$ cat src/hw/rtl/sorted_interval_table_point_query_assert.svh
// assertion macros shared by the interval table rtl
// no dependencies; included by modules that carry concurrent checks
`ifndef SORTED_INTERVAL_TABLE_POINT_QUERY_ASSERT_SVH
`define SORTED_INTERVAL_TABLE_POINT_QUERY_ASSERT_SVH
`ifndef SYNTHESIS
// property that must hold at every clock edge outside reset
`define SITPQ_ASSERT(label, clk, rst, prop, msg) \
  label: assert property (@(posedge clk) disable iff (rst) prop) else $error(msg);
// condition in one cycle implies a condition in the next cycle
`define SITPQ_ASSERT_NEXT(label, clk, rst, pre, post, msg) \
  label: assert property (@(posedge clk) disable iff (rst) (pre) |=> (post)) else $error(msg);
`else
`define SITPQ_ASSERT(label, clk, rst, prop, msg)
`define SITPQ_ASSERT_NEXT(label, clk, rst, pre, post, msg)
`endif
`endif

$ cat src/hw/rtl/sitpq_ram.sv
// generic single-port-write, single-port-read ram with registered read
// no dependencies
module sitpq_ram #(
  parameter int WIDTH = 8,
  parameter int DEPTH = 16
) (
  input  logic                     clk,
  input  logic                     we,
  input  logic [$clog2(DEPTH)-1:0] waddr,
  input  logic [WIDTH-1:0]         wdata,
  input  logic                     re,
  input  logic [$clog2(DEPTH)-1:0] raddr,
  output logic [WIDTH-1:0]         rdata
);

  logic [WIDTH-1:0] mem [DEPTH];

  // write port
  always_ff @(posedge clk) begin
    if (we) begin
      mem[waddr] <= wdata;
    end
  end

  // registered read port
  always_ff @(posedge clk) begin
    if (re) begin
      rdata <= mem[raddr];
    end
  end

endmodule

$ cat config.mk
export PLATFORM = sky130hd
export DESIGN_NAME = sitpq_ram
export DESIGN_NICKNAME = d
export VERILOG_FILES = /design/src/hw/rtl/sorted_interval_table_point_query_assert.svh /design/src/hw/rtl/sitpq_ram.sv
export SDC_FILE = /design/constraint.sdc
export NUM_CORES = 1
export LEC_CHECK = 0
export CORE_MARGIN = 5
export CORE_UTILIZATION = 60
export CTS_CLUSTER_SIZE = 28
export DETAILED_ROUTE_END_ITERATION = 6
export DONT_BUFFER_PORTS = 1
export PLACE_DENSITY = 0.77
export SYNTH_ARGS = -nofsm -noshare
export SYNTH_HDL_FRONTEND = slang
export SYNTH_SLANG_ARGS = --single-unit
$ cat constraint.sdc
create_clock -name clk -period 2.39 [get_ports clk]
set_input_delay 0.478 -clock clk [delete_from_list [all_inputs] [get_ports clk]]
set_output_delay 0.478 -clock clk [all_outputs]
set_load 0.05 [all_outputs]
==> impl_results.md, run 1 <==
* Worst path depth at 0
* Core outline area at 8590 um2
* Syn Std Cell Area at 5230 um2
* Synth Area in XOR/XNOR at 0
* Synth top area cells: edfxtp_1 78%, mux4_2 7.8%, mux4_1 7.0%
* Die ar. at 10700 um2
* Total Wirelength at 9530 um
* Pleak at 1.96 nW
* Setup Viol. Count Final at 0
* Sw frac at 0.208
* Fin util at 0.695
* Post-cts hold buffer count at 0
* Number of diodes at 0
* Max VDD drop at 503 uV
* Adder-cell share of the synthesized area at 0
* DRC errors left at 0
* Area Growth Syn to Fin at 14.2%
* CP startpoint kind: flop
* Synth warn at 0
* Filler cell count in the final layout at 503
* P_int at 4.27 mW
* Post-CTS sizing at 0
* Clk pin slew, worst setup/hold paths at 0.06 ns
* Fmax at 597 MHz
* Share of cells above drive strength 1 at 0.248
* Fin crit share at 0.701
* Final ANT Viol Nets at 0
* Synth Area in Compound Gates at 0.0230
* P_sw at 1.12 mW
* Post-DP HPWL at 5820 um
* Root Driver: clkbuf_8
* Power Density at 904 nW/um2
* CP required at 1.91 ns
* Final count of pins violating max slew at 0
* Die H at 103 um
* Number of detailed-route iterations in the first pass at 5
* Mux contribution to synthesized area at 0.148
* Worst Setup End Kind: output port
* Number of port buffers at 0
* I/O pin total at 27
* Routed vias at 2402
* Hold-critical path depth at 0
* Min-delay worst type: in2reg
* Crit-path max FO at 1
* Power, Total at 5.39 mW
* Crit path time final at 1.68 ns
* Sum of negative setup slack at 0 ns
* Combinational fraction of design power at 0.027
* Gr usage total at 0.199
* Cts bufs inserted at 17
* Clock power share at 0.464
* Setup CP Type: reg2out
* Number of global-route vias before repair at 2450
* GP Congestion at 0.759
* Initial DRC count at 255
* Max cap viols at 0
* H-tree depth at 4
* Syn Area/Cell at 22.8 um2
* Initial Util at 0.608
* Crit path DAT at 1.20 ns
* Register area share after synthesis at 0.781
* Largest net degree at the start of global routing at 33
* R2R depth at 3
* Top cell type's share of synthesized area at 0.781
* Initial antenna violation count at 0
* Synth Instances at 229
* Skew final at 0.00517 ns
* Post-CTS Repair Setup Buffers at 0
* Wire per inst at 25.5 um
* Synth Register Bits at 136
* Syn_nets at 248
* First-pass GRT wire length at 14400 um
* Final hold vios at 0
* Global route overflow at 0
* Final net count at 272
* TritonCTS clock tree: yes
* Vias per cell at 6.42
* Fraction of the mapped netlist area in simple logic gates at 0.0314
* Slew Limit Headroom at 0.474
* Worst-margin pin slew at 0.786 ns
* Chip width at 103 um
* Worst-skew pair later-pin latency at 0.51 ns
* Seq pwr share at 0.509
* RSZ-0062 raised after global routing: false
* Status: finished, final reports clean
* Area leader, netlist: edfxtp_1
* Distinct cell type count after synthesis at 18
* Maximum clock insertion buffer count at 2
* Std-Cell Rows at 34
* Largest family of logic cells by synthesized area: multiplexers
* CTS Sinks at 136
worst paths after layout:
check / start / endpoint / slack (ns)
setup / recovery: rdata[3] / rdata[3] / 0.71
hold / removal: wdata[3] / mem[10][3] / 0.06
setup reg to reg: mem[10][3] / rdata[3] / 0.78
hold reg to reg: mem[14][0] / rdata[0] / 0.74
layout make-up:
cell class | instances | area, um2 | share of cell area
clock inverter | 15 | 166 | 0.0279
multi-input combinational | 83 | 1060 | 0.177
timing repair buffer | 15 | 113 | 0.0189
sequential | 136 | 4080 | 0.684
clock buffer | 17 | 414 | 0.0694
tap | 108 | 135 | 0.0226
sequential cells by signal, summed over array words and instances (netlist names):
| name | count |
|---|---|
| mem | 128 |
| rdata | 8 |
cell families (layout without fill, tap and decap cells):
| logic type | after synthesis | in the layout |
|---|---|---|
| muxes | 32 | 32 |
| and+or+nand+nor | 35 | 35 |
| DFF | 136 | 136 |
| buffers and inverters | 10 | 47 |
| AOI/OAI and AO/OA | 16 | 16 |
layer usage:
metal | up-vias | track usage | wire [um]
met5 | - | 0 | 0
met4 | 0 | 0.0687 | 101
met3 | 8 | 0.0563 | 785
met2 | 122 | 0.293 | 4640
met1 | 1238 | 0.293 | 4000
li1 | 1034 | - | -
power groups by stage:
stage	Combinational [mW]	Sequential, mW	Clock, mW
2_1_floorplan	0.136	2.79	0
3_3_place_gp	0.142	2.79	0
3_5_place_dp	0.145	2.80	0
4_1_cts	0.147	2.75	2.53
5_1_grt	0.153	2.75	2.65
6_report	0.144	2.75	2.50
synthesized netlist by cell type:
cell type and instances:
mux4_2 18, nand2b_1 2, buf_6 3, nand3b_1 2, nor3_1 4, or3b_2 1
buf_2 3, and2_1 1, edfxtp_1 136, nand3_1 1, and2b_1 1, clkdlybuf4s25_2 3
nand2_1 9, buf_4 1, nor2b_1 1, a22oi_1 16, nor2_1 13, mux4_1 14
placed cells by master, fill, tap and decap left out, drive strengths merged:
master    netlist  final
mux4           32     32
nand2b          2      2
bufinv          0      2
nand3b          2      2
clkbuf          0     17
a22oi          16     16
clkinv          0      4
and2            1      1
edfxtp        136    136
nor2b           1      1
buf             7     15
clkinvlp        0      3
nor2           13     13
or3b            1      1
and2b           1      1
nor3            4      4
nand2           9      9
nand3           1      1
inv             0      6
stage by stage:
| step | area, um2 | setup slack [ns] | hold WS [ns] | instances |
|---|---|---|---|---|
| 2_1_floorplan | 5230 | 0.419 | 0.577 | 229 |
| 3_3_place_gp | 5390 | 0.658 | 0.578 | 342 |
| 3_5_place_dp | 5390 | 0.648 | 0.578 | 342 |
| 4_1_cts | 5970 | 0.679 | 0.0411 | 374 |
| 5_1_grt | 5970 | 0.675 | 0.0342 | 374 |
| 6_report | 5970 | 0.714 | 0.0642 | 374 |
No activity file was read; power rests on OpenSTA's default activity.
==> run 2, diff against run 1 <==
clock period = 1.75 ns   (was 2.39 ns; I/O delays follow)
==> impl_results.md, run 2 (same netlist as run 1, synthesis figures left out) <==
* Share of cells above drive strength 1 at 0.228 (-0.0199)
* Min-delay worst type: in2reg
* Total Wirelength at 10200 um (+7.2%)
* Final ANT Viol Nets at 0 (unchanged)
* Largest net degree at the start of global routing at 33 (unchanged)
* Gr usage total at 0.217 (+0.0175)
* Crit-path max FO at 1 (unchanged)
* Setup CP Type: reg2out
* Initial Util at 0.608 (unchanged)
* Combinational fraction of design power at 0.034 (+0.007)
* Std-Cell Rows at 34 (unchanged)
* Vias per cell at 6.47 (+0.74%)
* Number of detailed-route iterations in the first pass at 5 (unchanged)
* Clk pin slew, worst setup/hold paths at 0.06 ns (about the same)
* Number of port buffers at 0 (unchanged)
* TritonCTS clock tree: yes
* Initial antenna violation count at 0 (unchanged)
* RSZ-0062 raised after global routing: false
* H-tree depth at 4 (unchanged)
* CTS Sinks at 136 (unchanged)
* Clock power share at 0.466 (+0.002)
* Crit path time final at 1.55 ns
* Root Driver: clkbuf_8
* Skew final at 0.00634 ns (+0.00117 ns)
* Die H at 103 um (unchanged)
* Fin crit share at 0.887
* Global route overflow at 0 (unchanged)
* Crit path DAT at 1.20 ns (about the same)
* Worst-margin pin slew at 0.572 ns (-0.214 ns)
* Final count of pins violating max slew at 0 (unchanged)
* Sw frac at 0.191 (-0.0164)
* Fmax at 644 MHz
* Die ar. at 10700 um2 (unchanged)
* Setup Viol. Count Final at 0 (unchanged)
* Core outline area at 8590 um2 (unchanged)
* Number of global-route vias before repair at 2568 (+4.8%)
* Chip width at 103 um (unchanged)
* Worst Setup End Kind: output port
* Initial DRC count at 176 (-31%)
* Cts bufs inserted at 17 (unchanged)
* Final net count at 284 (+4.4%)
* Post-CTS Repair Setup Buffers at 0 (unchanged)
* Wire per inst at 26.5 um (+4.1%)
* P_int at 6.08 mW (+42%)
* Worst-skew pair later-pin latency at 0.50 ns (about the same)
* DRC errors left at 0 (unchanged)
* Top Registers: mem x128, rdata x8
* Fin util at 0.709 (+0.0138)
* Maximum clock insertion buffer count at 2 (unchanged)
* Power Density at 1240 nW/um2 (+37%)
* I/O pin total at 27 (unchanged)
* Pleak at 2.02 nW (+2.9%)
* Status: finished, final reports clean
* Final hold vios at 0 (unchanged)
* Most common cell after layout, fill and taps aside: edfxtp_1
* Slew Limit Headroom at 0.618 (+0.143)
* CP startpoint kind: flop
* Routed vias at 2491 (+3.7%)
* Post-DP HPWL at 5700 um (-2.1%)
* Max VDD drop at 762 uV (+52%)
* P_sw at 1.44 mW (+28%)
* First-pass GRT wire length at 15500 um (+7.5%)
* Most frequent cells in the layout: 136 x edfxtp_1, 18 x mux4_2, 18 x buf_4
* Filler cell count in the final layout at 495 (-1.6%)
* CP required at 1.40 ns (-0.51 ns)
* GP Congestion at 0.721 (-5.0%)
* Most flops, register: mem
* Seq pwr share at 0.499 (-0.010)
* Largest register FFs at 128 (unchanged)
* Sum of negative setup slack at 0 ns (unchanged)
* Max cap viols at 0 (unchanged)
* Area Growth Syn to Fin at 16.5%
[run 2: stage by stage]
step           setup WS [ns]  hold WS, ns  instances  power [mW]  instance area, um2
2_1_floorplan          0.118        0.449        229        3.99                5230
3_3_place_gp           0.245        0.450        345        4.01                5420
3_5_place_dp           0.199        0.450        345        4.02                5420
4_1_cts                0.167        0.183        384        7.57                6090
5_1_grt                0.162        0.187        384        7.77                6090
6_report               0.198        0.212        385        7.52                6090
[run 2: layer usage]
layer | GRT usage | up-vias | wire, um
li1 | - | 1052 | -
met1 | 0.290 | 1276 | 4020
met2 | 0.336 | 151 | 5150
met3 | 0.0617 | 12 | 883
met4 | 0.0966 | 0 | 157
met5 | 0 | - | 0
[run 2: final timing paths]
path                   start   endpoint  slack, ns  cells after the start
setup reg to reg   mem[1][5]   rdata[5]       0.21                      3
hold / removal      waddr[1]  mem[0][7]       0.21                      2
setup / recovery    rdata[7]   rdata[7]       0.20                      0
hold reg to reg   mem[14][4]   rdata[4]       0.77                      3
[run 2: final cells by class]
class | instances | area [um2] | share of cell area
clock inverter | 10 | 154 | 0.0253
multi-input combinational | 83 | 1060 | 0.174
timing repair buffer | 27 | 225 | 0.0370
sequential | 136 | 4080 | 0.671
antenna | 1 | 2.50 | 0.000411
tap | 108 | 135 | 0.0222
clock buffer | 20 | 425 | 0.0699
[run 2: power groups by stage]
| stage | clock network [mW] | logic [mW] | registers (mW) |
|---|---|---|---|
| after global placement | 0 | 0.195 | 3.82 |
| after CTS | 3.56 | 0.260 | 3.76 |
| after global routing | 3.74 | 0.275 | 3.76 |
| after detailed placement | 0 | 0.198 | 3.82 |
| final | 3.51 | 0.258 | 3.76 |
| after floorplan | 0 | 0.185 | 3.81 |
[run 2: repair_timing]
action	CTS	global route
endpoints found under the hold margin	136	0
resized for setup	0	0
hold buffers	9	0
[run 2: worst register-to-register path: stages (launching register included)]
cell and delay, ns:
edfxtp_1 0.39, mux4_1 0.53, a22oi_1 0.25, nand2_1 0.12
