### src/hw/rtl/sorted_interval_table_point_query_assert.svh
// assertion macros shared by the interval table rtl
// no dependencies; included by modules that carry concurrent checks
`ifndef SORTED_INTERVAL_TABLE_POINT_QUERY_ASSERT_SVH
`define SORTED_INTERVAL_TABLE_POINT_QUERY_ASSERT_SVH
`ifndef SYNTHESIS
// property that must hold at every clock edge outside reset
`define SITPQ_ASSERT(label, clk, rst, prop, msg) \
  label: assert property (@(posedge clk) disable iff (rst) prop) else $error(msg);
// condition in one cycle implies a condition in the next cycle
`define SITPQ_ASSERT_NEXT(label, clk, rst, pre, post, msg) \
  label: assert property (@(posedge clk) disable iff (rst) (pre) |=> (post)) else $error(msg);
`else
`define SITPQ_ASSERT(label, clk, rst, prop, msg)
`define SITPQ_ASSERT_NEXT(label, clk, rst, pre, post, msg)
`endif
`endif

### src/hw/rtl/sitpq_pkg.sv
// shared constants, codes and types of the interval table
// no dependencies; imported by every module of the block but the ram
package sitpq_pkg;

  // sizing
  localparam int NUM_LISTS   = 6;
  localparam int MAX_ENTRIES = 256;
  localparam int SEL_W       = 3;
  localparam int TIME_W      = 32;
  localparam int TICK_W      = 31;
  localparam int END_W       = TICK_W + 1;
  localparam int DATA_W      = 2 * TICK_W;
  localparam int CNT_W       = $clog2(MAX_ENTRIES + 1);
  localparam int DEPTH       = NUM_LISTS * MAX_ENTRIES;
  localparam int ADDR_W      = $clog2(DEPTH);
  localparam int LIST_W      = (NUM_LISTS > 1) ? $clog2(NUM_LISTS) : 1;

  // operation codes
  localparam logic [1:0] OP_ADD     = 2'd0;
  localparam logic [1:0] OP_QUERY   = 2'd1;
  localparam logic [1:0] OP_CLR_ALL = 2'd2;
  localparam logic [1:0] OP_CLR_ONE = 2'd3;

  // status codes
  localparam logic [1:0] ST_OK    = 2'd0;
  localparam logic [1:0] ST_ORDER = 2'd1;
  localparam logic [1:0] ST_FULL  = 2'd2;

  // update of the per-list count and last start time
  typedef struct packed {
    logic              clr_all;
    logic              clr_one;
    logic              add;
    logic [SEL_W-1:0]  sel;
    logic [TIME_W-1:0] start_time;
  } list_upd_t;

  // access to the interval memory
  typedef struct packed {
    logic              we;
    logic [ADDR_W-1:0] waddr;
    logic [DATA_W-1:0] wdata;
    logic              re;
    logic [ADDR_W-1:0] raddr;
  } ram_req_t;

  // finished result handed to the output register
  typedef struct packed {
    logic       valid;
    logic       hit;
    logic [1:0] status;
  } result_t;

endpackage

### src/hw/rtl/sitpq_ctrl.sv
// transaction sequencer: add, clear and the binary search over the interval ram
// depends on sitpq_pkg and the assertion macro header
`include "sorted_interval_table_point_query_assert.svh"

module sitpq_ctrl import sitpq_pkg::*; (
  input  logic              clk,
  input  logic              rst,
  input  logic              in_valid,
  output logic              in_stall,
  input  logic [1:0]        op,
  input  logic [SEL_W-1:0]  list_sel,
  input  logic [TIME_W-1:0] start_time,
  input  logic [TICK_W-1:0] tick_value,
  input  logic [TICK_W-1:0] length_ticks,
  input  logic [CNT_W-1:0]  lst_count,
  input  logic [TIME_W-1:0] lst_last,
  output list_upd_t         upd,
  output ram_req_t          ram_req,
  input  logic [DATA_W-1:0] rd_data,
  output result_t           res,
  input  logic              res_take
);

  localparam int SPAN_W = CNT_W + 1;

  localparam logic [2:0] S_IDLE  = 3'd0;
  localparam logic [2:0] S_PROBE = 3'd1;
  localparam logic [2:0] S_EVAL  = 3'd2;
  localparam logic [2:0] S_FCHK  = 3'd3;
  localparam logic [2:0] S_DONE  = 3'd4;

  logic [2:0]        state, state_next;
  logic [CNT_W-1:0]  first, first_next;
  logic [CNT_W-1:0]  cnt, cnt_next;
  logic [CNT_W-1:0]  step, step_next;
  logic [CNT_W-1:0]  limit, limit_next;
  logic [ADDR_W-1:0] base, base_next;
  logic [TICK_W-1:0] tick, tick_next;
  logic              res_inside, res_inside_next;
  logic [1:0]        res_status, res_status_next;

  logic              accept;
  logic              sel_ok;
  logic [ADDR_W-1:0] in_base;
  logic [TICK_W-1:0] rd_start;
  logic [TICK_W-1:0] rd_dur;
  logic [END_W-1:0]  rd_end;
  logic              end_below;
  logic [SPAN_W-1:0] span;

  assign in_stall = (state != S_IDLE);
  assign accept   = in_valid && !in_stall;
  assign sel_ok   = (32'(list_sel) < 32'(NUM_LISTS));
  assign in_base  = ADDR_W'(32'(list_sel) * MAX_ENTRIES);

  // end of the interval read back from ram
  assign rd_start  = rd_data[DATA_W-1:TICK_W];
  assign rd_dur    = rd_data[TICK_W-1:0];
  assign rd_end    = END_W'(rd_start) + END_W'(rd_dur);
  assign end_below = rd_end < END_W'(tick);

  assign span = SPAN_W'(first) + SPAN_W'(cnt);

  // sequencer
  always_comb begin
    state_next      = state;
    first_next      = first;
    cnt_next        = cnt;
    step_next       = step;
    limit_next      = limit;
    base_next       = base;
    tick_next       = tick;
    res_inside_next = res_inside;
    res_status_next = res_status;
    upd             = '0;
    upd.sel         = list_sel;
    upd.start_time  = start_time;
    ram_req         = '0;
    ram_req.waddr   = in_base + ADDR_W'(lst_count);
    ram_req.wdata   = {tick_value, length_ticks};
    ram_req.raddr   = base + ADDR_W'(first);
    res             = '0;
    res.hit         = res_inside;
    res.status      = res_status;

    unique case (state)
      S_IDLE: begin
        if (accept) begin
          res_inside_next = 1'b0;
          res_status_next = ST_OK;
          state_next      = S_DONE;
          case (op)
            OP_ADD: begin
              if (sel_ok) begin
                if (lst_count >= CNT_W'(MAX_ENTRIES)) begin
                  res_status_next = ST_FULL;
                end else begin
                  ram_req.we = 1'b1;
                  upd.add    = 1'b1;
                  if (lst_count != '0 && start_time <= lst_last) begin
                    res_status_next = ST_ORDER;
                  end
                end
              end
            end
            OP_QUERY: begin
              if (sel_ok && lst_count != '0) begin
                first_next = '0;
                cnt_next   = lst_count;
                limit_next = lst_count;
                base_next  = in_base;
                tick_next  = tick_value;
                state_next = S_PROBE;
              end
            end
            OP_CLR_ALL: begin
              upd.clr_all = 1'b1;
            end
            default: begin
              upd.clr_one = sel_ok;
            end
          endcase
        end
      end
      S_PROBE: begin
        if (cnt != '0) begin
          // probe the middle of the remaining range
          step_next     = cnt >> 1;
          ram_req.re    = 1'b1;
          ram_req.raddr = base + ADDR_W'(first) + ADDR_W'(cnt >> 1);
          state_next    = S_EVAL;
        end else if (first >= limit) begin
          state_next = S_DONE;
        end else begin
          // fetch the candidate for the containment test
          ram_req.re = 1'b1;
          state_next = S_FCHK;
        end
      end
      S_EVAL: begin
        if (end_below) begin
          first_next = first + step + CNT_W'(1);
          cnt_next   = cnt - step - CNT_W'(1);
        end else begin
          cnt_next = step;
        end
        state_next = S_PROBE;
      end
      S_FCHK: begin
        res_inside_next = (rd_start <= tick) && (END_W'(tick) <= rd_end);
        state_next      = S_DONE;
      end
      S_DONE: begin
        res.valid = 1'b1;
        if (res_take) begin
          state_next = S_IDLE;
        end
      end
      default: begin
        state_next = S_IDLE;
      end
    endcase
  end

  // control state
  always_ff @(posedge clk) begin
    if (rst) begin
      state <= S_IDLE;
    end else begin
      state <= state_next;
    end
  end

  // search and result registers
  always_ff @(posedge clk) begin
    first      <= first_next;
    cnt        <= cnt_next;
    step       <= step_next;
    limit      <= limit_next;
    base       <= base_next;
    tick       <= tick_next;
    res_inside <= res_inside_next;
    res_status <= res_status_next;
  end

  // checks
  `SITPQ_ASSERT(a_write_on_add, clk, rst, ram_req.we |-> (accept && op == OP_ADD), "ram write without an accepted add")
  `SITPQ_ASSERT(a_no_rw_overlap, clk, rst, !(ram_req.we && ram_req.re), "ram read and write in the same cycle")
  `SITPQ_ASSERT(a_probe_span, clk, rst, (state == S_PROBE) |-> (span <= SPAN_W'(limit)), "search range runs past the list fill")
  `SITPQ_ASSERT_NEXT(a_read_used, clk, rst, ram_req.re, (state == S_EVAL || state == S_FCHK), "ram read data not consumed")
  `SITPQ_ASSERT(a_count_bound, clk, rst, lst_count <= CNT_W'(MAX_ENTRIES), "list fill above capacity")

endmodule

### config.mk
export PLATFORM = sky130hd
export DESIGN_NAME = sitpq_ctrl
export DESIGN_NICKNAME = d
export VERILOG_FILES = /design/src/hw/rtl/sitpq_pkg.sv /design/src/hw/rtl/sitpq_ctrl.sv
export VERILOG_INCLUDE_DIRS = /design/src /design/src/hw/rtl
export SDC_FILE = /design/constraint.sdc
export NUM_CORES = 1
export LEC_CHECK = 0
export BUFFER_PORTS_ARGS = -buffer_cell sky130_fd_sc_hd__buf_2
export CAP_MARGIN = 10
export CELL_PAD_IN_SITES_DETAIL_PLACEMENT = 1
export CELL_PAD_IN_SITES_GLOBAL_PLACEMENT = 1
export CORE_MARGIN = 2
export CORE_UTILIZATION = 40
export DETAILED_ROUTE_END_ITERATION = 12
export PLACE_DENSITY = 0.92
export REMOVE_ABC_BUFFERS = 1
export SLEW_MARGIN = 20
export SYNTH_ARGS = -nofsm -noshare
export SYNTH_HDL_FRONTEND = slang
export SYNTH_SLANG_ARGS = --single-unit
export TNS_END_PERCENT = 10
### constraint.sdc
create_clock -name clk -period 8.9 [get_ports clk]
set_clock_uncertainty 0.2 [all_clocks]
set_input_delay 1.335 -clock clk [delete_from_list [all_inputs] [get_ports clk]]
set_output_delay 1.335 -clock clk [all_outputs]
set_load 0.01 [all_outputs]
==> impl_metrics.env <==
export IMPL_arrival_ps=6250
export IMPL_gr_usage_all_layers=0.247
export IMPL_cts_htree_levels=3
export IMPL_min_period_over_period=0.726
export IMPL_antenna_left=0
export IMPL_syn2layout_area_growth_pct=13.2
export IMPL_dpl_hpwl_um=24300
export IMPL_post_route_worst_setup_slack_ps=2440
export IMPL_critPathMaxFanout=9
export IMPL_run_status="finished clean"
export IMPL_die_y_extent_um=152
export IMPL_maximum_number_of_pins_on_one_net_before_global_route_repair=44
export IMPL_synth_compound_gate_area_share=0.182
export IMPL_postSynthRegisterBits=75
export IMPL_cts_root_buffer_cell="clkbuf_16"
export IMPL_max_slew_margin=0.405
export IMPL_finalSetupViolations=0
export IMPL_vias_in_the_first_global_route=8623
export IMPL_holdCritPathClass="reg -> reg"
export IMPL_filler_cell_count=2627
export IMPL_hold_path_startpoint="cnt[3]"
export IMPL_syn_instance_count=985
export IMPL_worst_ir_drop_vdd_mv=0.0814
export IMPL_seq_area_frac_synth=0.253
export IMPL_combinational_family_with_the_most_area_after_synthesis="adder cells"
export IMPL_end_kind="flop"
export IMPL_synth_cell_area_um2=8790
export IMPL_hold_violations_final=0
export IMPL_tritoncts_num_sinks=75
export IMPL_routabilityCongestion=0.901
export IMPL_ys_warnings=0
export IMPL_clk_insertion_delay_late_ps=360
export IMPL_regToRegSetupSlack_ps=5510
export IMPL_netlist_cell_type_count=59
export IMPL_timing_rr_start="tick[29]"
export IMPL_synth_mux_area_frac=0
export IMPL_cts_made_buffers=9
export IMPL_setup_total_negative_slack_ps=0
export IMPL_synth_edf_count=72
export IMPL_tightest_slew_ps=885
export IMPL_cts_resized=0
export IMPL_postRouteWirelength_um=28800
export IMPL_power_density_nw_per_um2=120
export IMPL_gr_total_overflow=0
export IMPL_synth_area_per_cell_um2=8.93
export IMPL_viasPerCell=5.58
export IMPL_finalCriticalPeriod_ps=6460
export IMPL_placement_io_buffers=272
export IMPL_placement_setup_worst_slack_ps=2110
export IMPL_tritoncts="yes"
export IMPL_max_cap_violations=0
export IMPL_synth_simple_area_share=0.138
export IMPL_final_worst_hold_slack_ps=360
export IMPL_vias_after_detailed_routing=8035
export IMPL_cts_clk_slew_worst_paths_ps=70
export IMPL_worst_r2r_cell_count=8
export IMPL_floorplan_io_pins=335
export IMPL_initial_utilization=0.405
export IMPL_core_area_um2=21700
export IMPL_fp_dieW_um=152
export IMPL_synth_async_sr_flop_share=0
export IMPL_static_power_due_to_leakage_nw=5.05
export IMPL_routedWlPerCell_um=20.0
export IMPL_drc=0
export IMPL_post_cts_hold_buffer_count=0
export IMPL_slew_violations=0
export IMPL_criticalPathCategory="in -> reg"
export IMPL_final_net_count=1525
export IMPL_firstDrtPassIters=6
export IMPL_detail_route_iter0_violations=342
export IMPL_grt_pass1_wl_um=45800
export IMPL_final_layout_size_suffix_gt1_frac=0.263
export IMPL_grt_antenna_before_repair=0
export IMPL_worstReg2RegEnd="first[2]"
export IMPL_fmax_mhz=155
export IMPL_worstHoldEndpoint="step[2]"
export IMPL_synthXorXnorAreaFrac=0.0428
export IMPL_rsz0062_at_grt="false"
export IMPL_crit_required_ps=8680
export IMPL_dominantRegCellSynth="edfxtp_1"
export IMPL_design_die_area_um2=23200
export IMPL_post_cts_buffers=0
export IMPL_cp_start_kind="primary input"
export IMPL_cts_max_path_buffers=2
export IMPL_hold_path_cell_count=0
export IMPL_fp_row_count=54
export IMPL_post_synth_fa_ha_maj_area_fraction=0.240
## cell usage after synthesis, types with 4 or more instances
| master | number | area share |
|---|---|---|
| a211oi_1 | 5 | 0.0043 |
| a21boi_0 | 4 | 0.0034 |
| a21o_1 | 41 | 0.035 |
| a21oi_1 | 76 | 0.043 |
| a31oi_1 | 7 | 0.0050 |
| and2_1 | 4 | 0.0028 |
| and3_1 | 11 | 0.0078 |
| and4_1 | 6 | 0.0060 |
| buf_4 | 107 | 0.091 |
| clkbuf_1 | 7 | 0.0030 |
| edfxtp_1 | 72 | 0.25 |
| fa_1 | 4 | 0.0091 |
| ha_1 | 162 | 0.23 |
| inv_1 | 113 | 0.048 |
| nand2_1 | 50 | 0.021 |
| nand2b_1 | 10 | 0.0071 |
| nand3_1 | 25 | 0.014 |
| nand4_1 | 27 | 0.019 |
| nor2_1 | 38 | 0.016 |
| nor2b_1 | 10 | 0.0071 |
| nor3_1 | 20 | 0.011 |
| nor3b_1 | 6 | 0.0051 |
| nor4_1 | 6 | 0.0043 |
| o211ai_1 | 14 | 0.012 |
| o21a_1 | 6 | 0.0051 |
| o21ai_0 | 43 | 0.024 |
| o21bai_1 | 11 | 0.0094 |
| o311a_1 | 4 | 0.0046 |
| o31ai_1 | 7 | 0.0060 |
| or3_1 | 6 | 0.0043 |
| xnor2_1 | 20 | 0.020 |
| xor2_1 | 23 | 0.023 |
## worst max-delay path by stage
| stage | start | end | slack [ps] | cells past startpoint |
|---|---|---|---|---|
| floorplan | rd_data[0] | first[0] | 3050 | 18 |
| global placement | rd_data[0] | first[8] | 2330 | 19 |
| detailed placement | rd_data[31] | first[7] | 2110 | 19 |
| CTS | rd_data[31] | first[3] | 2410 | 19 |
| global route | rd_data[31] | first[2] | 2050 | 19 |
| finish | rd_data[31] | first[2] | 2440 | 19 |
## routing by layer
layer	up-vias	share of wire	global-route usage	wire length, um
met1	3883	0.39	0.279	11300
met2	306	0.50	0.434	14500
li1	3796	-	-	-
met5	-	0.0015	0.0124	43
met4	2	0.022	0.0774	641
met3	48	0.079	0.0873	2280
## logic make-up (layout without fill, tap and decap cells)
logic type | after synthesis | count (layout)
flip-flops | 75 | 75
buffers and inverters | 229 | 402
XOR/XNOR | 43 | 43
AND/OR/NAND/NOR | 231 | 231
AO/OA/AOI/OAI | 241 | 241
adder cells (fa/ha/maj) | 166 | 166
other | 0 | 1
## area by class of cell
class                      count  area [um2]  area share
multi-input combinational    681        5310       0.533
sequential                    75        2220       0.223
timing repair buffer         273        1370       0.138
inverter                     113         424      0.0426
tap                          280         350      0.0352
clock buffer                   9         225      0.0226
clock inverter                 7        50.0     0.00503
antenna                        1        2.50    0.000252
## worst max-delay path: stages
cell	delay [ps]
buf_2	110
ha_1	220
fa_1	430
a211oi_1	330
or3_1	190
a21o_1	190
a211oi_2	100
nor3_1	260
o21bai_1	170
and4_1	220
or3_1	370
ha_1	340
nand4_1	160
nor3_1	320
inv_1	90
a31oi_1	220
o211a_1	370
nand2_2	110
a21boi_1	710
## sequential cells by signal, summed over array words and instances, names as in the netlist
name	flops
base	3
cnt	9
first	9
limit	9
res_inside	1
res_status	2
state	3
step	8
tick	31
## cells in the final DEF (no fill, tap or decap), drive strengths merged, types with 27 or more instances in the layout
cell,instances
buf,273
ha,162
inv,115
a21oi,78
edfxtp,72
nand2,51
o21ai,43
a21o,41
nor2,38
nand4,27
## metrics by stage
| step | instance area (um2) | util | cells | power (mW) |
|---|---|---|---|---|
| floorplan | 7950 | - | 869 | 0.664 |
| global placement | 9670 | 0.446 | 1422 | 0.813 |
| detailed placement | 9670 | 0.446 | 1422 | 0.837 |
| CTS | 9940 | 0.458 | 1438 | 1.20 |
| global route | 9950 | 0.459 | 1438 | 1.27 |
| finish | 9950 | 0.459 | 1439 | 1.19 |
## report_power, final
group / leakage, nW / internal (mW) / switching [mW]
sequential: 0.685 / 0.400 / 0.0104
clock: 0.131 / 0.190 / 0.167
combinational: 4.23 / 0.181 / 0.244
Note: power is estimated with default switching activity, not from simulation.
