File: src/hw/rtl/sorted_interval_table_point_query_assert.svh
// assertion macros shared by the interval table rtl
// no dependencies; included by modules that carry concurrent checks
`ifndef SORTED_INTERVAL_TABLE_POINT_QUERY_ASSERT_SVH
`define SORTED_INTERVAL_TABLE_POINT_QUERY_ASSERT_SVH
`ifndef SYNTHESIS
// property that must hold at every clock edge outside reset
`define SITPQ_ASSERT(label, clk, rst, prop, msg) \
  label: assert property (@(posedge clk) disable iff (rst) prop) else $error(msg);
// condition in one cycle implies a condition in the next cycle
`define SITPQ_ASSERT_NEXT(label, clk, rst, pre, post, msg) \
  label: assert property (@(posedge clk) disable iff (rst) (pre) |=> (post)) else $error(msg);
`else
`define SITPQ_ASSERT(label, clk, rst, prop, msg)
`define SITPQ_ASSERT_NEXT(label, clk, rst, pre, post, msg)
`endif
`endif

File: src/hw/rtl/sitpq_pkg.sv
// shared constants, codes and types of the interval table
// no dependencies; imported by every module of the block but the ram
package sitpq_pkg;

  // sizing
  localparam int NUM_LISTS   = 6;
  localparam int MAX_ENTRIES = 256;
  localparam int SEL_W       = 3;
  localparam int TIME_W      = 32;
  localparam int TICK_W      = 31;
  localparam int END_W       = TICK_W + 1;
  localparam int DATA_W      = 2 * TICK_W;
  localparam int CNT_W       = $clog2(MAX_ENTRIES + 1);
  localparam int DEPTH       = NUM_LISTS * MAX_ENTRIES;
  localparam int ADDR_W      = $clog2(DEPTH);
  localparam int LIST_W      = (NUM_LISTS > 1) ? $clog2(NUM_LISTS) : 1;

  // operation codes
  localparam logic [1:0] OP_ADD     = 2'd0;
  localparam logic [1:0] OP_QUERY   = 2'd1;
  localparam logic [1:0] OP_CLR_ALL = 2'd2;
  localparam logic [1:0] OP_CLR_ONE = 2'd3;

  // status codes
  localparam logic [1:0] ST_OK    = 2'd0;
  localparam logic [1:0] ST_ORDER = 2'd1;
  localparam logic [1:0] ST_FULL  = 2'd2;

  // update of the per-list count and last start time
  typedef struct packed {
    logic              clr_all;
    logic              clr_one;
    logic              add;
    logic [SEL_W-1:0]  sel;
    logic [TIME_W-1:0] start_time;
  } list_upd_t;

  // access to the interval memory
  typedef struct packed {
    logic              we;
    logic [ADDR_W-1:0] waddr;
    logic [DATA_W-1:0] wdata;
    logic              re;
    logic [ADDR_W-1:0] raddr;
  } ram_req_t;

  // finished result handed to the output register
  typedef struct packed {
    logic       valid;
    logic       hit;
    logic [1:0] status;
  } result_t;

endpackage

File: src/hw/rtl/sitpq_lists.sv
// per-list fill count and last start time
// depends on sitpq_pkg
module sitpq_lists import sitpq_pkg::*; (
  input  logic              clk,
  input  logic              rst,
  input  list_upd_t         upd,
  input  logic [SEL_W-1:0]  rd_sel,
  output logic [CNT_W-1:0]  rd_count,
  output logic [TIME_W-1:0] rd_last
);

  logic [CNT_W-1:0]  count [NUM_LISTS];
  logic [TIME_W-1:0] last  [NUM_LISTS];
  logic              rd_ok;

  // lookup of the addressed list
  assign rd_ok    = (32'(rd_sel) < 32'(NUM_LISTS));
  assign rd_count = rd_ok ? count[LIST_W'(rd_sel)] : '0;
  assign rd_last  = rd_ok ? last[LIST_W'(rd_sel)] : '0;

  // append and clear
  always_ff @(posedge clk) begin
    if (rst) begin
      for (int i = 0; i < NUM_LISTS; i++) begin
        count[i] <= '0;
        last[i]  <= '0;
      end
    end else if (upd.clr_all) begin
      for (int i = 0; i < NUM_LISTS; i++) begin
        count[i] <= '0;
        last[i]  <= '0;
      end
    end else if (upd.clr_one) begin
      count[LIST_W'(upd.sel)] <= '0;
      last[LIST_W'(upd.sel)]  <= '0;
    end else if (upd.add) begin
      count[LIST_W'(upd.sel)] <= count[LIST_W'(upd.sel)] + CNT_W'(1);
      last[LIST_W'(upd.sel)]  <= upd.start_time;
    end
  end

endmodule

File: config.mk
export PLATFORM = sky130hd
export DESIGN_NAME = sitpq_lists
export DESIGN_NICKNAME = d
export VERILOG_FILES = /design/src/hw/rtl/sorted_interval_table_point_query_assert.svh /design/src/hw/rtl/sitpq_pkg.sv /design/src/hw/rtl/sitpq_lists.sv
export SDC_FILE = /design/constraint.sdc
export NUM_CORES = 1
export LEC_CHECK = 0
export BUFFER_PORTS_ARGS = -buffer_cell sky130_fd_sc_hd__buf_2
export CAP_MARGIN = 20
export CORE_ASPECT_RATIO = 0.8
export CORE_MARGIN = 5
export CORE_UTILIZATION = 55
export CTS_CLUSTER_SIZE = 24
export DETAILED_ROUTE_END_ITERATION = 10
export PLACE_DENSITY = 0.79
export RECOVER_POWER = 100
export SYNTH_ARGS = -nofsm -noshare
export SYNTH_HDL_FRONTEND = slang
export SYNTH_SLANG_ARGS = --single-unit
File: constraint.sdc
create_clock -name clk -period 6 [get_ports clk]
set_clock_uncertainty 0.2 [all_clocks]
set_input_delay 1.8 -clock clk [delete_from_list [all_inputs] [get_ports clk]]
set_output_delay 1.8 -clock clk [all_outputs]
set_load 0.01 [all_outputs]
==> out/summary.txt, run 1 <==
total number of placement rows -> 48
die footprint -> 25100 um^2
Crit path required time -> 5.96 ns
classification of the worst-slack hold path -> register to register
Hold Buf Count CTS -> 0
Boundary Pins -> 84
antenna violations before repair -> 1
number of buffers created by CTS -> 26
clock transition time at the flip-flop clock pins of the worst setup and hold paths -> 0.06 ns
post-layout net count -> 1026
Synth Warn # -> 0
actual slew at the worst max-slew pin -> 2.18 ns
GR Util All Layers -> 23.8%
switching share of power -> 22.4%
share of total power in combinational logic -> 8.1%
clock insertion delay at the later pin of the skew report -> 0.52 ns
clock net sink count -> 264
post-route DRC violation count -> 0
count of flip-flops with a built-in enable after synthesis -> 264
RSZ-0062 raised after global routing -> no
vertical die dimension -> 143 um
Switching Power -> 0.894 mW
remaining global-route overflow -> 0
maximum clock insertion buffer count -> 3
result of the run -> complete, but fails checks
Root Buffer -> clkbuf_16
final-report hold violation count -> 0
power density over the cells -> 296 nW/um^2
TritonCTS clock tree -> done
Leak Pwr -> 4.81 nW
total chip power -> 3.99 mW
proportion of register bits with asynchronous set or reset after synthesis -> 0%
core area -> 21600 um^2
Post-Syn Area -> 12100 um^2
design area -> 13500 um^2
arrival time worst endpoint -> 5.32 ns
final critical-path share of the clock period -> 89.5%
syn nets -> 950
number of cells in the design after placement -> 1229
DRT Pass-1 Iters -> 9
prevailing post-synth register cell -> edfxtp_1
portion of total power attributed to the clock network -> 38.2%
number of distinct library cells after synthesis -> 50
flop and latch count out of synthesis -> 264
cts repair resizes -> 0
final setup vio count -> 0
part of the total power dissipated in sequential elements -> 53.7%
endpoint class of the critical path -> register
Worst IR Drop VDD -> 0.183 mV
max-slew violation count -> 38
type of the worst setup path -> input pin to register
kind of launch point of the worst setup path -> input pin
port bufs -> 83
global-route wire length before repair -> 45.9 mm
placer congestion estimate -> 0.845
Int Pwr -> 3.10 mW
Rel. slew slack -> -45.2%
Setup TNS -> 0 ns
post-layout instance count excluding filler cells -> 1273
wirelength, routed -> 29.5 mm
worst hold slack across all endpoints -> 0.842 ns
area growth from synthesis to layout -> 11.5%
achievable clock frequency -> 186 MHz
horizontal die dimension -> 176 um
post-synthesis average cell area -> 13.4 um^2
Detailed Route Iter0 Violations -> 1135
ratio of cells with drive above 1 in the final layout -> 17.1%
Routed WL per cell -> 23.1 um
sum of net half-perimeters after detailed placement -> 17.1 mm
sequential share of the synthesized area -> 65.5%
via count -> 7840
worst-path maximum fanout -> 37
Post-CTS Repair Setup Buffers -> 0
H-Tree Depth -> 1
standard cell area after detailed placement -> 12900 um^2
min cycle time layout -> 5.37 ns
max-capacitance violation count -> 1
antenna diode count -> 0
Layout fillers -> 1656
number of global-route vias before repair -> 7986
antenna viol nets, final -> 0
via density per instance -> 6.16
post-synthesis cell count -> 906
Starting Density -> 56.0%
violated checks -> capacitance limit, slew limit
pin count of the biggest net entering global routing -> 42
[path summary, 6_finish.rpt]
kind              depth (start not counted)   startpoint  slack (ns)          end
setup / recovery                          6      upd[34]        0.63  last[5][10]
hold / removal                            4  count[2][6]        0.84  count[4][6]
setup reg to reg                          6  count[5][5]        3.19  count[7][7]
hold reg to reg                           4  count[2][6]        0.84  count[4][6]
[layer usage]
layer | track usage, % | wire length, um
met5 | 0 | 9
met4 | 6.19 | 647
met3 | 5.21 | 3520
met2 | 37.9 | 13900
met1 | 33.9 | 11400
[sequential cells by signal (all words and copies together), names as in the netlist]
signal / cells
count: 72
last: 192
[synthesized netlist by cell type (all sizes together), types with 3 or more instances]
cell	n	area, um^2
nand2b	3	18.8
mux4	49	1100
xnor2	4	42.6
mux2	7	78.8
o22ai	45	282
edfxtp	264	7930
nand3	8	40.0
mux2i	53	531
a21oi	11	73.8
nor2b	3	18.8
a22oi	5	37.5
clkbuf	36	135
nor3	10	90.1
inv	47	176
buf	23	138
nand2	64	240
nor2	245	920
[through the flow]
stage | utilization (%) | worst slack (ns)
floorplan | - | 0.858
global placement | 59.5 | 0.684
detailed placement | 59.5 | 0.668
CTS | 63.1 | 0.664
global route | 62.4 | 0.367
finish | 62.4 | 0.633
[cell usage in the layout, fill, tap and decap left out, drive strengths merged, types with 2 or more instances in the layout]
cell	count
edfxtp	264
buf	57
or2	2
a21oi	11
clkinv	9
mux2i	53
mux4	49
nor3	10
mux2	7
and2	2
inv	47
nor4	2
clkbuf	84
nand2	64
and3	2
nor2b	3
xnor2	4
o22ai	45
a21o	2
a22oi	5
o21ai	2
nand3	8
nand3b	2
nor2	245
nand2b	3
[worst max-delay path, cell delays in order]
cell and delay [ns]:
clkbuf_1 1.53, o21ai_0 0.41, nor2_1 0.43, nand2_1 0.14, nand2_2 0.44, clkbuf_2 0.54
[power by group through the flow]
stage	Sequential (mW)	Clock (mW)	Combinational, mW
floorplan	2.17	0	0.219
global placement	2.18	0	0.329
detailed placement	2.18	0	0.332
CTS	2.14	1.53	0.334
global route	2.15	1.61	0.349
finish	2.14	1.52	0.324
[cell families (layout without fill, tap and decap cells)]
kind of cell	Yosys count	in the layout	synth area share [%]
simple gates	348	348	12.0
flops	264	264	65.5
compound gates	73	73	4.13
mux	109	109	14.2
fa+ha+maj	1	1	0.103
xor+xnor	5	5	0.424
buf+inv	106	198	3.71
[cell type report]
| cell class | instances | area (um^2) | area share [%] |
|---|---|---|---|
| Clock buffer | 34 | 702 | 5.20 |
| Clock inverter | 10 | 72.6 | 0.538 |
| Tap cell | 275 | 344 | 2.55 |
| Inverter | 47 | 176 | 1.31 |
| Timing Repair Buffer | 107 | 577 | 4.27 |
| Multi-Input combinational cell | 536 | 3700 | 27.4 |
| Sequential cell | 264 | 7930 | 58.7 |
Note: power is estimated with default switching activity, not from simulation.
==> run 2: changes to the inputs <==
--- a/config.mk
+++ b/config.mk
@@ -10,8 +10,10 @@
 export CORE_ASPECT_RATIO = 0.8
 export CORE_MARGIN = 5
 export CORE_UTILIZATION = 55
+export CTS_CLUSTER_DIAMETER = 40
 export CTS_CLUSTER_SIZE = 24
 export DETAILED_ROUTE_END_ITERATION = 10
+export HOLD_SLACK_MARGIN = 0.08
 export PLACE_DENSITY = 0.79
 export RECOVER_POWER = 100
 export SYNTH_ARGS = -nofsm -noshare
==> constraint.sdc (replaced) <==
create_clock -name clk -period 5.3 [get_ports clk]
set_clock_uncertainty 0.2 [all_clocks]
set_input_delay 1.59 -clock clk [delete_from_list [all_inputs] [get_ports clk]]
set_output_delay 1.59 -clock clk [all_outputs]
set_load 0.01 [all_outputs]
==> out/summary.txt, run 2 (synthesis results as in run 1) <==
result of the run -> complete, but fails checks (unchanged)
violated checks -> capacitance limit, slew limit (unchanged)
final critical-path share of the clock period -> 94.0%
Worst IR Drop VDD -> 0.280 mV (was 0.183 mV)
core area -> 21600 um^2 (unchanged)
pre-CTS setup slack -> 0.438 ns (was 0.668 ns)
Reg2Reg Setup Slack -> 2.52 ns (was 3.19 ns)
post-route DRC violation count -> 0 (unchanged)
power density over the cells -> 349 nW/um^2 (was 296 nW/um^2)
via count -> 7774 (was 7840)
Hold Crit Start -> count[7][7] (was count[2][6])
port bufs -> 83 (unchanged)
share of total power in combinational logic -> 7.7% (was 8.1%)
switching share of power -> 23.6% (was 22.4%)
horizontal die dimension -> 176 um (unchanged)
vertical die dimension -> 143 um (unchanged)
most common cell after layout, fill and taps aside -> edfxtp_1 (unchanged)
total chip power -> 4.78 mW (was 3.99 mW)
worst reg2reg startpoint -> count[5][1] (was count[5][5])
worst hold slack across all endpoints -> 0.824 ns (was 0.842 ns)
Post-CTS Repair Setup Buffers -> 0 (unchanged)
DR WL met3 -> 2.70 mm (was 3.52 mm)
max-capacitance violation count -> 1 (unchanged)
RSZ-0062 raised after global routing -> no (unchanged)
commonest cells after routing, fill and taps aside -> edfxtp_1 (264), nor2_1 (244), nand2_1 (63) (unchanged)
die footprint -> 25100 um^2 (unchanged)
final setup vio count -> 0 (unchanged)
area growth from synthesis to layout -> 13.0% (was 11.5%)
Critical path buffers and inverters -> 4 (was 2)
standard cell area after detailed placement -> 12900 um^2 (about the same)
H-Tree Depth -> 1 (unchanged)
Detailed Route Iter0 Violations -> 799 (was 1135)
clock transition time at the flip-flop clock pins of the worst setup and hold paths -> 0.07 ns (was 0.06 ns)
cts repair resizes -> 0 (unchanged)
ratio of cells with drive above 1 in the final layout -> 18.5% (was 17.1%)
Worst Slack Setup Final -> 0.320 ns (was 0.633 ns)
final-report hold violation count -> 0 (unchanged)
Switching Power -> 1.13 mW (was 0.894 mW)
number of global-route vias before repair -> 7920 (was 7986)
met2 routed wirelength -> 14.1 mm (was 13.9 mm)
actual slew at the worst max-slew pin -> 1.61 ns (was 2.18 ns)
antenna viol nets, final -> 0 (unchanged)
via density per instance -> 6.06 (was 6.16)
Root Buffer -> clkbuf_16 (unchanged)
Routed WL per cell -> 22.8 um (was 23.1 um)
max-slew violation count -> 27 (was 38)
arrival time worst endpoint -> 3.19 ns (was 5.32 ns)
DRT Pass-1 Iters -> 5 (was 9)
type of the worst setup path -> input pin to primary output (was input pin to register)
Setup TNS -> 0 ns (unchanged)
sum of net half-perimeters after detailed placement -> 17.4 mm (was 17.1 mm)
crit-path cells -> buf_4, clkbuf_2, mux4_2, inv_1, o22ai_1, clkbuf_1 (was clkbuf_1, o21ai_0, nor2_1, nand2_1, nand2_2, clkbuf_2)
placer congestion estimate -> 0.826 (was 0.845)
Crit path required time -> 3.51 ns (was 5.96 ns)
antenna violations before repair -> 1 (unchanged)
worst-path maximum fanout -> 14 (was 37)
kind of launch point of the worst setup path -> input pin (unchanged)
Worst Hold End -> count[3][7] (was count[4][6])
number of buffers created by CTS -> 26 (unchanged)
portion of total power attributed to the clock network -> 41.6% (was 38.2%)
clock net sink count -> 264 (unchanged)
achievable clock frequency -> 201 MHz
post-route core utilization -> 63.3% (was 62.4%)
endpoint class of the critical path -> primary output (was register)
remaining global-route overflow -> 0 (unchanged)
number of cells in the design after placement -> 1234 (was 1229)
highest cell delay on the worst timing path -> 0.55 ns (was 1.53 ns)
post-layout instance count excluding filler cells -> 1282 (was 1273)
total number of placement rows -> 48 (unchanged)
family with the most delay on the worst path -> buffers and inverters (unchanged)
pin count of the biggest net entering global routing -> 42 (unchanged)
largest registers -> last x192, count x72 (unchanged)
flip-flop count of the largest register after layout -> 192 (unchanged)
Starting Density -> 56.0% (unchanged)
register bank with the most flops -> last (unchanged)
global-route wire length before repair -> 45.4 mm (was 45.9 mm)
Int Pwr -> 3.65 mW (was 3.10 mW)
maximum clock insertion buffer count -> 3 (unchanged)
Leak Pwr -> 4.91 nW (was 4.81 nW)
GR Util All Layers -> 23.6% (was 23.8%)
wirelength, routed -> 29.2 mm (was 29.5 mm)
clock insertion delay at the later pin of the skew report -> 0.54 ns (was 0.52 ns)
min cycle time layout -> 4.98 ns
design area -> 13700 um^2 (was 13500 um^2)
TritonCTS clock tree -> done (unchanged)
Rel. slew slack -> -7.22% (was -45.2%)
part of the total power dissipated in sequential elements -> 50.7% (was 53.7%)
top sig layer -> met5 (unchanged)
cell depth of the worst hold path -> 5 (was 4)
post-layout net count -> 1031 (was 1026)
Boundary Pins -> 84 (unchanged)
Reg-to-Reg End -> count[7][6] (was count[7][7])
Hold Buf Count CTS -> 0 (unchanged)
Routed met1 length -> 11.9 mm (was 11.4 mm)
classification of the worst-slack hold path -> register to register (unchanged)
antenna diode count -> 0 (unchanged)
count of cells along the worst register-to-register path -> 7 (was 6)
slowest cell on the critical path -> mux4_2 (was clkbuf_1)
## run 2: changes by cell type in the layout (fill, tap and decap cells not counted), moves of 3 or more
cell      previous run  this run
buf_2               46        51
inv_6                0         3
nor3_2               6         1
nor3_1               4         9
clkbuf_1            46        39
clkinv_1             5         0
clkinv_8             0         6
clkinv_4             1         5
## run 2: how the worst max path moves through the flow
stage               startpoint          end  depth (start not counted)
finish               rd_sel[0]  rd_last[11]                          6
global route         rd_sel[0]   rd_last[7]                          6
CTS                  rd_sel[0]  rd_last[27]                          6
detailed placement   rd_sel[0]  rd_last[27]                          6
global placement     rd_sel[0]  rd_last[27]                          6
floorplan            rd_sel[0]  rd_count[0]                          5
## run 2: worst min-delay path, delay by kind of cell (launching register included)
family | cells | cell delay (ns)
mux | 1 | 0.16
compound gates | 2 | 0.17
flops | 1 | 0.35
simple gates | 2 | 0.22
## run 2: area by class of cell
cell class / count / area (um^2)
fill: 1641 / 7940
clock buffer: 28 / 679
multi-input combinational: 536 / 3680
sequential: 264 / 7930
clock inverter: 20 / 282
inverter: 47 / 176
tap: 275 / 344
timing repair buffer: 112 / 591
## run 2: per-layer routing
layer,vias to the layer above,global-route usage [%]
met3,51,4.66
met5,-,0
met4,2,5.33
met2,402,39.1
met1,3866,33.2
li1,3453,-
## run 2: power by group through the flow
| stage | clock network [mW] | logic [mW] | registers, mW |
|---|---|---|---|
| final | 1.99 | 0.368 | 2.42 |
| after global routing | 2.10 | 0.395 | 2.43 |
| after CTS | 2.00 | 0.384 | 2.42 |
| after detailed placement | 0 | 0.382 | 2.47 |
| after global placement | 0 | 0.377 | 2.46 |
| after floorplan | 0 | 0.248 | 2.46 |
==> run 3: changes to the inputs <==
--- a/config.mk
+++ b/config.mk
@@ -5,16 +5,16 @@
 export SDC_FILE = /design/constraint.sdc
 export NUM_CORES = 1
 export LEC_CHECK = 0
+export ABC_AREA = 1
 export BUFFER_PORTS_ARGS = -buffer_cell sky130_fd_sc_hd__buf_2
 export CAP_MARGIN = 20
-export CORE_ASPECT_RATIO = 0.8
 export CORE_MARGIN = 5
 export CORE_UTILIZATION = 55
 export CTS_CLUSTER_DIAMETER = 40
 export CTS_CLUSTER_SIZE = 24
 export DETAILED_ROUTE_END_ITERATION = 10
 export HOLD_SLACK_MARGIN = 0.08
-export PLACE_DENSITY = 0.79
+export PLACE_DENSITY = 0.78
 export RECOVER_POWER = 100
 export SYNTH_ARGS = -nofsm -noshare
 export SYNTH_HDL_FRONTEND = slang
==> out/summary.txt, run 3 <==
largest registers -> last x256, count x72 (was last x192, count x72)
max-slew violation count -> 0 (was 27)
post-synthesis cell count -> 1537 (was 906)
final critical-path share of the clock period -> 95.1% (was 94.0%)
violated checks -> capacitance limit (was capacitance limit, slew limit)
arrival time worst endpoint -> 3.25 ns (was 3.19 ns)
antenna violations before repair -> 0 (was 1)
Starting Density -> 55.9% (was 56.0%)
most repeated cell in the gate-level netlist after synthesis -> nor2_1 (was edfxtp_1)
pin count of the biggest net entering global routing -> 57 (was 42)
power density over the cells -> 357 nW/um^2 (was 349 nW/um^2)
post-synthesis average cell area -> 9.83 um^2 (was 13.4 um^2)
wirelength, routed -> 39.4 mm (was 29.2 mm)
horizontal die dimension -> 176 um (about the same)
min cycle time layout -> 5.04 ns (was 4.98 ns)
final setup vio count -> 0 (unchanged)
result of the run -> complete, but fails checks (unchanged)
post-layout net count -> 1641 (was 1031)
slowest cell on the critical path -> clkbuf_4 (was mux4_2)
antenna viol nets, final -> 0 (unchanged)
kind of launch point of the worst setup path -> input pin (unchanged)
Post-Syn Area -> 15100 um^2 (was 12100 um^2)
number of buffers created by CTS -> 39 (was 26)
Area contributors post-synth -> edfxtp_1 (65%), nor2_1 (11%), nand2_1 (6.3%) (was edfxtp_1 (65%), mux4_2 (9.1%), nor2_1 (7.6%))
max-capacitance violation count -> 1 (unchanged)
Hold Buf Count CTS -> 0 (unchanged)
final-report hold violation count -> 0 (unchanged)
Post-CTS Repair Setup Buffers -> 0 (unchanged)
TritonCTS clock tree -> done (unchanged)
highest cell delay on the worst timing path -> 0.47 ns (was 0.55 ns)
area growth from synthesis to layout -> 12.6% (was 13.0%)
vertical die dimension -> 176 um (was 143 um)
Critical path buffers and inverters -> 4 (unchanged)
core area -> 27000 um^2 (was 21600 um^2)
number of cells in the design after placement -> 1897 (was 1234)
Rel. slew slack -> 0.669% (was -7.22%)
most common library cells after synthesis -> nor2_1 (430), edfxtp_1 (328), nand2_1 (255), o21ai_0 (159), o22ai_1 (73) (was edfxtp_1 (264), nor2_1 (245), nand2_1 (64), mux2i_1 (53), mux4_2 (49))
GR Util All Layers -> 25.4% (was 23.6%)
most common cell after layout, fill and taps aside -> nor2_1 (was edfxtp_1)
cts repair resizes -> 0 (unchanged)
clock insertion delay at the later pin of the skew report -> 0.52 ns (was 0.54 ns)
type of the worst setup path -> input pin to primary output (unchanged)
sequential share of the synthesized area -> 65.2% (was 65.5%)
endpoint class of the critical path -> primary output (unchanged)
port bufs -> 83 (unchanged)
clock transition time at the flip-flop clock pins of the worst setup and hold paths -> 0.05 ns (was 0.07 ns)
cell accounting for the most synthesized area -> edfxtp_1 (unchanged)
crit-path cells -> buf_2, inv_1, clkbuf_4, o21ai_0, o22ai_1, nand2_1, nand2_1, clkbuf_1 (was buf_4, clkbuf_2, mux4_2, inv_1, o22ai_1, clkbuf_1)
Routed WL per cell -> 20.0 um (was 22.8 um)
Crit path required time -> 3.51 ns (about the same)
flop and latch count out of synthesis -> 328 (was 264)
Synth Warn # -> 0 (unchanged)
global-route wire length before repair -> 62.2 mm (was 45.4 mm)
maximum clock insertion buffer count -> 3 (unchanged)
count of flip-flops with a built-in enable after synthesis -> 328 (was 264)
placer congestion estimate -> 0.812 (was 0.826)
commonest cells after routing, fill and taps aside -> nor2_1 (431), edfxtp_1 (328), nand2_1 (255) (was edfxtp_1 (264), nor2_1 (244), nand2_1 (63))
Root Buffer -> clkbuf_16 (unchanged)
register bank with the most flops -> last (unchanged)
post-route DRC violation count -> 0 (unchanged)
Leak Pwr -> 6.49 nW (was 4.91 nW)
sum of net half-perimeters after detailed placement -> 21.8 mm (was 17.4 mm)
H-Tree Depth -> 2 (was 1)
Boundary Pins -> 84 (unchanged)
antenna diode count -> 0 (unchanged)
total number of placement rows -> 60 (was 48)
Worst IR Drop VDD -> 0.250 mV (was 0.280 mV)
remaining global-route overflow -> 0 (unchanged)
actual slew at the worst max-slew pin -> 1.49 ns (was 1.61 ns)
ratio of cells with drive above 1 in the final layout -> 10.9% (was 18.5%)
flip-flop count of the largest register after layout -> 256 (was 192)
RSZ-0062 raised after global routing -> no (unchanged)
number of distinct library cells after synthesis -> 31 (was 50)
DRT Pass-1 Iters -> 6 (was 5)
classification of the worst-slack hold path -> register to register (unchanged)
die footprint -> 30900 um^2 (was 25100 um^2)
post-layout instance count excluding filler cells -> 1967 (was 1282)
Layout fillers -> 2135 (was 1641)
number of global-route vias before repair -> 11600 (was 7920)
worst-path maximum fanout -> 44 (was 14)
crit-path most repeated cell -> nand2_1
clock net sink count -> 328 (was 264)
via density per instance -> 5.96 (was 6.06)
prevailing post-synth register cell -> edfxtp_1 (unchanged)
Detailed Route Iter0 Violations -> 1475 (was 799)
achievable clock frequency -> 198 MHz (was 201 MHz)
proportion of register bits with asynchronous set or reset after synthesis -> 0% (unchanged)
proportion of netlist area held by the largest area contributor -> 65.2% (was 65.5%)
worst hold slack across all endpoints -> 0.640 ns (was 0.824 ns)
family with the most delay on the worst path -> buffers and inverters (unchanged)
via count -> 11700 (was 7774)
syn nets -> 1581 (was 950)
-- run 3: final cells by class --
cell class              instances  area, um^2  share of cell area [%]
clock buffers                  42         987                    5.80
clock inverters                28         285                    1.68
inverters                      81         309                    1.82
multi-input cells            1027        4480                    26.4
flip-flops and latches        328        9850                    57.9
well taps                     341         427                    2.51
repair buffers                120         671                    3.94
-- run 3: tightest hold or removal path: stages, from the launching register on --
cell,delay [ns]
edfxtp_1,0.34
o211ai_1,0.12
nand4_1,0.13
nor2_1,0.08
-- run 3: report_power, final --
group | internal, mW | total, mW | switching (mW)
sequential | 2.95 | 2.98 | 0.0306
clock | 1.53 | 2.61 | 1.08
combinational | 0.133 | 0.471 | 0.338
total | 4.62 | 6.06 | 1.45
-- run 3: cell families after synthesis --
| family | share of synthesized area [%] |
|---|---|
| AO/OA/AOI/OAI | 9.07 |
| adder cells (fa/ha/maj) | 0.0828 |
| buffers and inverters | 4.98 |
| flip-flops | 65.2 |
| AND/OR/NAND/NOR | 20.7 |
-- run 3: layer usage --
layer | vias to the layer above | GRT usage, % | wire length [um]
met4 | 0 | 8.84 | 1080
li1 | 5340 | - | -
met1 | 5598 | 33.8 | 14900
met3 | 94 | 3.96 | 3950
met5 | - | 0 | 0
met2 | 699 | 43.0 | 19500
-- run 3: worst paths after layout --
kind | from | to | slack, ns | cells past startpoint
min reg2reg | count[3][0] | count[7][0] | 0.64 | 3
min | count[3][0] | count[7][0] | 0.64 | 3
max reg2reg | count[2][0] | count[6][4] | 2.89 | 9
max | rd_sel[1] | rd_last[2] | 0.26 | 8
-- run 3: through the flow --
stage	setup slack, ns	utilization (%)	TNS, ns	instance area (um^2)	total power [mW]
after floorplan	-0.200	-	-16.41	15100	3.33
after CTS	0.403	63.7	0	17200	6.11
after detailed placement	0.407	59.0	0	16000	3.52
after global routing	0.124	62.9	0	17000	6.26
final	0.260	62.9	0	17000	6.06
after global placement	0.431	59.0	0	16000	3.50
